## src/sv/dedt_pkg.sv

```systemverilog
`default_nettype none
package dedt_pkg;

	localparam int MAX_SLOTS_DEF = 8;
	localparam int RESULT_LIMIT  = 8;
	localparam int EW            = $clog2(RESULT_LIMIT + 1);

	typedef enum logic {
		OP_SCHEDULE = 1'b0,
		OP_TICK     = 1'b1
	} op_t;

	typedef struct packed {
		op_t         operation;
		logic [7:0]  target_id;
		logic [7:0]  event_id;
		logic [31:0] delay_ms;
		logic [31:0] now_ms;
	} item_t;

	typedef struct packed {
		logic [7:0] out_target;
		logic [7:0] out_event;
		logic       last_of_run;
	} result_t;

	typedef struct packed {
		logic [7:0]  tgt;
		logic [7:0]  evt;
		logic [31:0] count;
	} entry_t;

	typedef enum logic [2:0] {
		S_IDLE,
		S_SCAN,
		S_APPEND,
		S_TICK,
		S_FIN
	} state_t;

	typedef enum logic [1:0] {
		RD_ZERO,
		RD_NEXT,
		RD_LAST
	} rsel_t;

	typedef enum logic {
		WA_K,
		WA_N
	} wsel_t;

	typedef enum logic {
		WD_ITEM,
		WD_DEC
	} dsel_t;

	typedef enum logic {
		ES_SLOT,
		ES_ITEM
	} esrc_t;

	typedef struct packed {
		logic  load;
		logic  rd_en;
		rsel_t rsel;
		logic  wr_en;
		wsel_t wsel;
		dsel_t dsel;
		logic  k_inc;
		logic  n_inc;
		logic  n_dec;
		logic  emit;
		esrc_t esrc;
		logic  flush;
	} cmd_t;

	typedef struct packed {
		logic in_tick;
		logic in_dt_zero;
		logic n_zero;
		logic full;
		logic at_last;
		logic match;
		logic cnt_gt;
		logic cnt_nz;
		logic emit_ok;
		logic out_free;
		logic hold_valid;
	} sts_t;

endpackage
`default_nettype wire

```

## src/sv/dedt_ram.sv

```systemverilog
`default_nettype none
module dedt_ram #(
	parameter int WIDTH = 8,
	parameter int DEPTH = 8
) (
	input  wire logic                                    clk,
	input  wire logic                                    we,
	input  wire logic [((DEPTH > 1) ? $clog2(DEPTH) : 1)-1:0] waddr,
	input  wire logic [WIDTH-1:0]                        wdata,
	input  wire logic                                    re,
	input  wire logic [((DEPTH > 1) ? $clog2(DEPTH) : 1)-1:0] raddr,
	output logic      [WIDTH-1:0]                        rdata
);

	logic [WIDTH-1:0] mem_q [DEPTH];

	always_ff @(posedge clk) begin
		if (we) begin
			mem_q[waddr] <= wdata;
		end
		if (re) begin
			rdata <= mem_q[raddr];
		end
	end

endmodule
`default_nettype wire

```

## src/sv/dedt_ctrl.sv

```systemverilog
`default_nettype none
module dedt_ctrl
	import dedt_pkg::*;
(
	input  wire logic clk,
	input  wire logic arst_n,
	input  wire logic item_valid,
	input  wire sts_t sts,
	output cmd_t      cmd,
	output logic      busy
);

	state_t st_q, st_nxt;

	always_ff @(posedge clk or negedge arst_n) begin
		if (!arst_n) begin
			st_q <= S_IDLE;
		end else begin
			st_q <= st_nxt;
		end
	end

	assign busy = (st_q != S_IDLE);

	always_comb begin
		st_nxt = st_q;
		cmd    = '0;
		unique case (st_q)
			S_IDLE: begin
				if (item_valid) begin
					cmd.load  = 1'b1;
					cmd.rd_en = 1'b1;
					cmd.rsel  = RD_ZERO;
					if (sts.in_tick) begin
						if (!sts.in_dt_zero && !sts.n_zero) begin
							st_nxt = S_TICK;
						end
					end else if (sts.n_zero) begin
						st_nxt = S_APPEND;
					end else begin
						st_nxt = S_SCAN;
					end
				end
			end
			S_SCAN: begin
				if (sts.match) begin
					cmd.wr_en = 1'b1;
					cmd.wsel  = WA_K;
					cmd.dsel  = WD_ITEM;
					st_nxt    = S_IDLE;
				end else if (sts.at_last) begin
					if (sts.full) begin
						cmd.emit = 1'b1;
						cmd.esrc = ES_ITEM;
						st_nxt   = S_FIN;
					end else begin
						cmd.wr_en = 1'b1;
						cmd.wsel  = WA_N;
						cmd.dsel  = WD_ITEM;
						cmd.n_inc = 1'b1;
						st_nxt    = S_IDLE;
					end
				end else begin
					cmd.k_inc = 1'b1;
					cmd.rd_en = 1'b1;
					cmd.rsel  = RD_NEXT;
				end
			end
			S_APPEND: begin
				cmd.wr_en = 1'b1;
				cmd.wsel  = WA_N;
				cmd.dsel  = WD_ITEM;
				cmd.n_inc = 1'b1;
				st_nxt    = S_IDLE;
			end
			S_TICK: begin
				if (sts.cnt_gt) begin
					cmd.wr_en = 1'b1;
					cmd.wsel  = WA_K;
					cmd.dsel  = WD_DEC;
					if (sts.at_last) begin
						st_nxt = S_FIN;
					end else begin
						cmd.k_inc = 1'b1;
						cmd.rd_en = 1'b1;
						cmd.rsel  = RD_NEXT;
					end
				end else if (sts.emit_ok || !sts.cnt_nz) begin
					cmd.emit  = sts.cnt_nz;
					cmd.esrc  = ES_SLOT;
					cmd.n_dec = 1'b1;
					if (sts.at_last) begin
						st_nxt = S_FIN;
					end else begin
						cmd.rd_en = 1'b1;
						cmd.rsel  = RD_LAST;
					end
				end
			end
			S_FIN: begin
				if (!sts.hold_valid) begin
					st_nxt = S_IDLE;
				end else if (sts.out_free) begin
					cmd.flush = 1'b1;
					st_nxt    = S_IDLE;
				end
			end
			default: begin
				st_nxt = S_IDLE;
			end
		endcase
	end

endmodule
`default_nettype wire

```

## src/sv/dedt_dp.sv

```systemverilog
`default_nettype none
module dedt_dp
	import dedt_pkg::*;
#(
	parameter int MAX_SLOTS = MAX_SLOTS_DEF
) (
	input  wire logic    clk,
	input  wire logic    arst_n,
	input  wire item_t   item,
	input  wire logic    result_stall,
	input  wire cmd_t    cmd,
	output sts_t         sts,
	output logic         result_valid,
	output result_t      result
);

	localparam int IW = (MAX_SLOTS > 1) ? $clog2(MAX_SLOTS) : 1;
	localparam int CW = $clog2(MAX_SLOTS + 1);

	item_t         item_q;
	logic [31:0]   last_time_q;
	logic [31:0]   dt_q;
	logic [IW-1:0] k_q;
	logic [CW-1:0] n_q;
	logic [EW-1:0] e_q;
	logic          hold_valid_q;
	logic [7:0]    hold_tgt_q;
	logic [7:0]    hold_evt_q;
	logic          res_valid_q;
	result_t       res_q;

	entry_t        rdata;
	entry_t        wdata;
	logic [IW-1:0] raddr;
	logic [IW-1:0] waddr;
	logic [CW-1:0] k_next;
	logic          out_free;
	logic          e_full;
	logic          do_emit;
	logic [7:0]    src_tgt;
	logic [7:0]    src_evt;
	logic [31:0]   dt_in;

	dedt_ram #(
		.WIDTH ($bits(entry_t)),
		.DEPTH (MAX_SLOTS)
	) u_ram (
		.clk   (clk),
		.we    (cmd.wr_en),
		.waddr (waddr),
		.wdata (wdata),
		.re    (cmd.rd_en),
		.raddr (raddr),
		.rdata (rdata)
	);

	assign k_next   = CW'(k_q) + CW'(1);
	assign dt_in    = item.now_ms - last_time_q;
	assign out_free = !res_valid_q || !result_stall;
	assign e_full   = (e_q >= EW'(RESULT_LIMIT));
	assign do_emit  = cmd.emit && !e_full;

	always_comb begin
		unique case (cmd.rsel)
			RD_ZERO: raddr = '0;
			RD_NEXT: raddr = IW'(k_next);
			RD_LAST: raddr = IW'(n_q - CW'(1));
			default: raddr = '0;
		endcase
	end

	always_comb begin
		unique case (cmd.wsel)
			WA_K:    waddr = k_q;
			WA_N:    waddr = IW'(n_q);
			default: waddr = k_q;
		endcase
	end

	always_comb begin
		unique case (cmd.dsel)
			WD_ITEM: wdata = '{tgt: item_q.target_id, evt: item_q.event_id,
			                   count: item_q.delay_ms};
			WD_DEC:  wdata = '{tgt: rdata.tgt, evt: rdata.evt,
			                   count: rdata.count - dt_q};
			default: wdata = '{tgt: item_q.target_id, evt: item_q.event_id,
			                   count: item_q.delay_ms};
		endcase
	end

	always_comb begin
		unique case (cmd.esrc)
			ES_SLOT: begin
				src_tgt = rdata.tgt;
				src_evt = rdata.evt;
			end
			ES_ITEM: begin
				src_tgt = item_q.target_id;
				src_evt = item_q.event_id;
			end
			default: begin
				src_tgt = rdata.tgt;
				src_evt = rdata.evt;
			end
		endcase
	end

	always_comb begin
		sts.in_tick    = (item.operation == OP_TICK);
		sts.in_dt_zero = (dt_in == 32'd0);
		sts.n_zero     = (n_q == '0);
		sts.full       = (n_q == CW'(MAX_SLOTS));
		sts.at_last    = (k_next == n_q);
		sts.match      = (rdata.tgt == item_q.target_id) && (rdata.evt == item_q.event_id);
		sts.cnt_gt     = (rdata.count > dt_q);
		sts.cnt_nz     = (rdata.count != 32'd0);
		sts.emit_ok    = e_full || !hold_valid_q || out_free;
		sts.out_free   = out_free;
		sts.hold_valid = hold_valid_q;
	end

	// control state
	always_ff @(posedge clk or negedge arst_n) begin
		if (!arst_n) begin
			last_time_q  <= '0;
			k_q          <= '0;
			n_q          <= '0;
			e_q          <= '0;
			hold_valid_q <= 1'b0;
			res_valid_q  <= 1'b0;
		end else begin
			if (cmd.load) begin
				k_q <= '0;
				e_q <= '0;
				if (item.operation == OP_TICK && dt_in != 32'd0) begin
					last_time_q <= item.now_ms;
				end
			end else begin
				if (cmd.k_inc) begin
					k_q <= IW'(k_next);
				end
				if (do_emit) begin
					e_q <= e_q + EW'(1);
				end
			end
			if (cmd.n_inc) begin
				n_q <= n_q + CW'(1);
			end else if (cmd.n_dec) begin
				n_q <= n_q - CW'(1);
			end
			if (do_emit) begin
				hold_valid_q <= 1'b1;
			end else if (cmd.flush) begin
				hold_valid_q <= 1'b0;
			end
			if ((do_emit && hold_valid_q) || cmd.flush) begin
				res_valid_q <= 1'b1;
			end else if (!result_stall) begin
				res_valid_q <= 1'b0;
			end
		end
	end

	// payload
	always_ff @(posedge clk) begin
		if (cmd.load) begin
			item_q <= item;
			dt_q   <= dt_in;
		end
		if (do_emit) begin
			hold_tgt_q <= src_tgt;
			hold_evt_q <= src_evt;
		end
		if (do_emit && hold_valid_q) begin
			res_q <= '{out_target: hold_tgt_q, out_event: hold_evt_q, last_of_run: 1'b0};
		end else if (cmd.flush) begin
			res_q <= '{out_target: hold_tgt_q, out_event: hold_evt_q, last_of_run: 1'b1};
		end
	end

	assign result_valid = res_valid_q;
	assign result       = res_q;

endmodule
`default_nettype wire

```

## src/sv/delayed_event_dispatch_table.sv

```systemverilog
`default_nettype none
// Table of up to MAX_SLOTS pending delayed events held in one single-port-read
// RAM, walked one entry per cycle unless result_stall holds off a result beat.
// A schedule beat on an empty table appends without comparing; otherwise it
// compares entries through the RAM read port until a match or the end; a full
// table with no match adds a closing state that waits while result_stall
// holds off the result beat. A tick beat whose time equals the last tick, or
// that finds the table empty, leaves it alone; otherwise each entry is kept or
// removed, then a closing state waits while result_stall holds off a result.
// Results of one beat come out in walk order (a removed slot is refilled from
// the last entry), the last one flagged by last_of_run; at most eight results
// per beat are delivered.
module delayed_event_dispatch_table
	import dedt_pkg::*;
#(
	parameter int MAX_SLOTS = MAX_SLOTS_DEF
) (
	input  wire logic    clk,
	input  wire logic    arst_n,
	input  wire logic    item_valid,
	output logic         item_stall,
	input  wire item_t   item,
	output logic         result_valid,
	input  wire logic    result_stall,
	output result_t      result
);

	cmd_t cmd;
	sts_t sts;
	logic busy;

	dedt_ctrl u_ctrl (
		.clk        (clk),
		.arst_n     (arst_n),
		.item_valid (item_valid),
		.sts        (sts),
		.cmd        (cmd),
		.busy       (busy)
	);

	dedt_dp #(
		.MAX_SLOTS (MAX_SLOTS)
	) u_dp (
		.clk          (clk),
		.arst_n       (arst_n),
		.item         (item),
		.result_stall (result_stall),
		.cmd          (cmd),
		.sts          (sts),
		.result_valid (result_valid),
		.result       (result)
	);

	assign item_stall = busy;

endmodule
`default_nettype wire

```

## config.mk

```make
export PLATFORM = sky130hd
export DESIGN_NAME = delayed_event_dispatch_table
export DESIGN_NICKNAME = d
export VERILOG_FILES = /design/src/sv/dedt_pkg.sv /design/src/sv/dedt_ram.sv /design/src/sv/dedt_ctrl.sv /design/src/sv/dedt_dp.sv /design/src/sv/delayed_event_dispatch_table.sv
export SDC_FILE = /design/constraint.sdc
export NUM_CORES = 1
export LEC_CHECK = 0
export ABC_AREA = 1
export BUFFER_PORTS_ARGS = -buffer_cell sky130_fd_sc_hd__buf_4
export CORE_MARGIN = 4
export CORE_UTILIZATION = 51
export CTS_BUF_LIST = sky130_fd_sc_hd__clkbuf_16
export CTS_CLUSTER_DIAMETER = 30
export DETAILED_ROUTE_END_ITERATION = 8
export GPL_TIMING_DRIVEN = 0
export PLACE_DENSITY_LB_ADDON = 0.05
export REMOVE_ABC_BUFFERS = 1
export SETUP_SLACK_MARGIN = 0.1
export SLEW_MARGIN = 20
export SYNTH_ARGS = -nofsm -noshare
export SYNTH_HDL_FRONTEND = slang
export SYNTH_HIERARCHICAL = 1
export SYNTH_SLANG_ARGS = --single-unit
```

## constraint.sdc

```tcl
create_clock -name clk -period 6.63 [get_ports clk]
set_input_delay 0.3315 -clock clk [delete_from_list [all_inputs] [get_ports clk]]
set_output_delay 0.3315 -clock clk [all_outputs]
set_load 0.005 [all_outputs]
```

# After elaboration in Yosys (flattened, before gate mapping)
# Memories as Yosys holds them, arrays and structs flattened. A register that Yosys moved wholly into a read port is not among the register bits.
# Index checks and enable logic that the tools add are counted.
# W data, S select, Z words.
word_totals:
  ff_bits: 161
  ram_bits: 384
  mem_count: 1
mem_list:
  columns: ["name", "depth", "width", "rd", "rd_clocked_by_memory_dff", "wr", "line", "rtl"]
  rows:
  - ["u_dp.u_ram.mem_q", 8, 48, 1, 1, 1, "dedt_ram.sv:15", "logic [WIDTH-1:0] mem_q [DEPTH];"]
op_classes:
  add_sub_neg: 6
  n_lt_le_gt_ge: 2
  eq_ne: 16
  n_mux: 61
  bitwise: 3
  n_reduce_logical: 30
op_table:
  columns: ["operator", "count"]
  rows:
  - ["$pmux W48 S2", 1]
  - ["$mux W3", 23]
  - ["$reduce_bool A32 Y1", 2]
  - ["$sub A32 B32 Y32", 2]
  - ["$mux W17", 2]
  - ["$gt A32 B32 Y1", 1]
  - ["$logic_not A32 Y1", 1]
  - ["$pmux W8 S2", 2]
  - ["$mux W4", 6]
  - ["$pmux W3 S3", 2]
  - ["$eq A8 B8 Y1", 2]
  - ["$mux W1", 14]
  - ["$pmux W3 S2", 2]
  - ["$pmux W3 S4", 1]
  - ["$mux W2", 5]
  - ["$reduce_bool A2 Y1", 5]
  - ["$add A4 B1 Y4 const B", 2]
  - ["$logic_not A1 Y1", 7]
  - ["$eq A3 B2 Y1 const B", 2]
  - ["$ne A3 B2 Y1 const B", 2]
  - ["$ne A3 B3 Y1 const B", 2]
  - ["$logic_and A1 B1 Y1", 5]
  - ["$logic_or A1 B1 Y1", 5]
  - ["$reduce_and A5 Y1", 1]
  - ["other kinds (18)", 21]

# Logic depth before layout (Yosys ltp)
logic_depth:
  word_depth: 11
  ltp_mapped: 26
  mapped_depth_nobuf: 24

# By module
# Netlist, hierarchy kept.
modules_own_cells:
  columns: ["module", "n_inst", "cells_each", "area_per_inst_um2", "seq_area_each_um2"]
  rows:
  - ["dedt_ram", 1, 1725, 18151.2, 12972.4]
  - ["dedt_dp", 1, 1560, 11284.6, 4509.3]
  - ["dedt_ctrl", 1, 71, 379.1, 75.1]

# Least setup slack after synthesis
# OpenSTA, ideal clock, no wires.
synth_timing:
  path_type: "register -> register"
  start: "register u_ctrl.st_q[1]"
  end: "register u_dp.u_ram.rdata[0], read port of u_dp.u_ram.mem_q, enable pin"
  setup_time_ps: 415
  arrival_time_ps: 5623
  required_time_ps: 6215
  path_slack_ps: 592
  path_stages_with_launch: 5
  period_less_slack_ps: 6038
  cell_sequence: "dfrtp_1 -> nor2_1 -> nand2_2 -> nor2_1 -> nand3b_1"
synth_lines:
  columns: ["item", "line", "rtl"]
  rows:
  - ["start: declaration", "dedt_ctrl.sv:13", "state_t st_q, st_nxt;"]
  - ["start signal: assignment", "dedt_ctrl.sv:19", "st_q <= st_nxt;"]
  - ["end: declaration", "dedt_ram.sv:12", "output logic [WIDTH-1:0] rdata"]

==> results_dict.tcl <==
set metrics [dict create \
    synthMuxAreaShare 0 \
    drt_drc_violations_left 0 \
    period_needed_ns 6.030 \
    antenna_found_initial 0 \
    finalHoldViolCount 0 \
    dp_hpwl_mm 53.20 \
    max-clock-path-buffers 3 \
    synth-xor-area-share 0.01058 \
    max_freq_mhz 165.8 \
    finalNetCount 3788 \
    route.antenna.remaining_nets 0 \
    p_leak_nw 17.60 \
    port_buffers 103 \
    synth.ff_latch_count 593 \
    grt_pass1_wl_mm 123.9 \
    finClkSkew_ns 0.02480 \
    pre_cts_slack_ns 0.1929 \
    period_share 0.9095 \
    cts_tree "yes" \
    final_max_slew_viol_count 0 \
    end_kind "flop" \
    max-slew-margin-rel 0.1280 \
    grt_start_max_net_pins 105 \
    max_cap_violations 0 \
    tritoncts.num_buffers 130 \
    worst_setup_path_startpoint "u_dp/u_ram/rdata[1]" \
    area.growth.synth_to_final_pct 26.61 \
    syn-instance-count 3356 \
    post_drt_wl_per_cell_um 17.50 \
    synth.yosys.seq_area_share 0.5889 \
    post-route-cell-area_um2 37750 \
    placeableCoreArea_um2 57810 \
    gr-total-overflow 0 \
    combinational_family_with_the_most_area_after_synthesis "simple AND/OR/NAND/NOR gates" \
    drt_pre_antenna_iters 5 \
    antenna_cells 0 \
    floorplan.initialDensity 0.5158 \
    worst_r2r_startpoint "u_dp/u_ram/rdata[1]" \
    detail_route.wirelength_mm 78.74 \
    drt_first_iter_violations 1760 \
    power_density_nw_per_um2 497.7 \
    cp_data_arrival_time_ns 6.56 \
    final_layout_size_suffix_gt1_frac 0.1079 \
    ir_worst_vdd_mv 0.2831 \
    h-tree-depth 4 \
    clkSlewWorstSetupHoldPaths_ns 0.04 \
    worst_hold_path_type "in -> reg" \
    clock_latency_late_sink_ns 0.70 \
    die_height_um 249.8 \
    worstPathMaxFanout 104 \
    setup_ws_ns 0.5999 \
    compound_gate_portion_of_the_synthesized_area 0.03508 \
    cts_num_sinks 593 \
    synth_simple_gate_area_frac 0.2293 \
    startpoint_type "flop" \
    vias_per_cell 5.064 \
    hp-start "item[80]" \
    setup-violations-final 0 \
    num_rows 88 \
    run_status "finished clean" \
    synthAdderAreaFrac 0.03072 \
    postSynthAreaPerCell_um2 8.884 \
    mappedNetlistArea_um2 29810 \
    timing.critical_path.required_ns 7.16 \
    dieArea_um2 62390 \
    number_of_global_route_vias_before_repair 22600 \
    distinct_cell_type_count_of_the_synthesized_netlist 47 \
    die_width_um 249.8 \
    worst_slew_pin_slew_ns 1.290 \
    ios 104 \
    criticalPathCategory "reg -> reg" \
    clk_root_buffer_cell "clkbuf_16" \
    post_dp_cell_area_um2 32520 \
    warnings_from_yosys 6 \
    grt_usage 0.2538 \
    num_vias 22780 \
    finalWeightedCongestion 0.9229 \
    rsz0062_at_grt "no" \
]
==> registers in the layout, indices dropped and copies added, names as in the netlist <==
signal	cells
u_dp/result	17
u_ctrl/st_q	3
u_dp/u_ram/mem_q	384
u_dp/k_q	3
u_dp/e_q	4
u_dp/hold_evt_q	8
u_dp/u_ram/rdata	48
u_dp/result_valid	1
u_dp/n_q	4
u_dp/last_time_q	32
u_dp/hold_valid_q	1
u_dp/item_q	48
u_dp/hold_tgt_q	8
u_dp/dt_q	32
==> cell usage after synthesis, drive strengths merged <==
cell	n	area share
o21a	3	0.00076
a2111oi	1	0.00029
ha	70	0.029
dfxtp	1	0.00067
xor2	10	0.0029
nor2	157	0.020
a21oi	49	0.0082
o211ai	3	0.00076
o22ai	4	0.00084
clkbuf	26	0.0033
nor4b	1	0.00029
nand4	25	0.0052
o21bai	8	0.0020
nand3b	12	0.0031
buf	74	0.013
dfrtp	48	0.040
xnor2	26	0.0076
o21ai	84	0.014
or2	7	0.0015
a31oi	18	0.0038
edfxtp	544	0.55
a221oi	3	0.00088
fa	2	0.0013
a21boi	5	0.0013
nand3	287	0.049
inv	704	0.089
a21o	3	0.00076
and2	1	0.00021
nand2	1150	0.15
clkinv	1	0.00013
o221ai	3	0.00088
nor4	12	0.0025
a211oi	1	0.00025
a2bb2oi	1	0.00029
nor3	12	0.0020
==> where the power goes <==
| part | switching (W) | internal [W] | total (W) | leakage (nW) |
|---|---|---|---|---|
| sequential | 0.000377 | 0.00534 | 0.00571 | 5.58 |
| combinational | 0.00452 | 0.00223 | 0.00675 | 9.82 |
| clock | 0.00202 | 0.00431 | 0.00632 | 2.20 |
| total | 0.00692 | 0.0119 | 0.0188 | 17.6 |
==> timing repair <==
item	4_1_cts	5_1_grt
resized for setup	0	4
endpoints found under the hold margin	129	0
buffers inserted	0	3
hold buffers	82	0
setup endpoints to repair	0	42
==> cells in the final DEF, fill, tap and decap left out, types with 6 or more instances in the layout <==
cell type      instances
nand4_1               25
nand3b_1              11
nor4_1                12
ha_1                  70
a21oi_1               47
xnor2_1               26
nor2_4                12
inv_1                713
or2_2                  6
clkbuf_16            134
a31oi_1               17
clkinv_4               6
clkinv_1              23
o21bai_1               8
clkinv_2              27
bufinv_16             17
nor2_2                 6
edfxtp_1             544
nand2_1             1144
o21ai_0               79
buf_16                36
nor3_1                12
nor2_1               139
buf_12                14
dfrtp_1               48
xor2_1                10
buf_4                106
inv_6                  7
dlygate4sd3_1         82
nand3_1              284
==> layout make-up <==
class                   count  area [µm²]
clock inverters           101        1016
multi-input cells        1958        9236
inverters                 705        2673
well taps                 765       957.2
clock buffers             134        3353
flip-flops and latches    593       17560
fillers                  4659       20060
repair buffers            243        2955
==> final timing paths <==
| check | slack, ns | end | cells past startpoint |
|---|---|---|---|
| worst max register to register | 0.60 | u_dp/u_ram/rdata[25] | 24 |
| worst max-delay path | 0.60 | u_dp/u_ram/rdata[25] | 24 |
| min in group asynchronous | 0.21 | u_dp/k_q[0] | 2 |
| worst min-delay path | 0.11 | u_ctrl/st_q[0] | 5 |
| max in group asynchronous | 5.98 | u_dp/last_time_q[8] | 2 |
| worst min register to register | 0.47 | u_dp/last_time_q[15] | 2 |
==> critical path: stages (launching register included) <==
cell and delay [ns]:
edfxtp_1 0.47, inv_1 0.10, fa_1 0.44, o21ai_1 0.23, a21oi_1 0.16, o21ai_0 0.29
a21boi_1 0.21, o21ai_2 0.29, a21oi_1 0.13, a31oi_2 0.35, inv_1 0.23, o21ai_0 0.32
inv_1 0.08, ha_1 0.41, a21oi_4 0.33, buf_16 0.22, buf_16 0.18, buf_16 0.17
clkinv_8 0.30, buf_16 0.39, nand2_1 0.13, nand3_1 0.07, nand2_1 0.10, nand2_1 0.06
nand2_1 0.11
==> through the flow <==
stage               std cells  total power [W]   TNS, ns    util  hold slack (ns)
CTS                      4496          0.01883         0  0.6523          0.05734
finish                   4499          0.01879         0  0.6530           0.1053
global placement         4124          0.01196  -3980.81  0.5371           0.3820
detailed placement       4179          0.01238         0  0.5625           0.3944
floorplan                3256          0.01003   -416.24       -          0.03591
global route             4499          0.01997         0  0.6530           0.1145
==> cells by family after synthesis <==
logic type / after synthesis
compound gates: 186
xor+xnor: 36
fa+ha+maj: 72
buf+inv: 805
flops: 593
simple gates: 1664
==> layer usage <==
metal  routed length [µm]  vias up  global-route usage
met5                    0        -                   0
met4                 1526        0             0.07188
met3                 4934      115             0.04554
met2                36930      685              0.4104
met1                35350    10770              0.3559
li1                     -    11220                   -
Power figures use the tool's default switching activity.
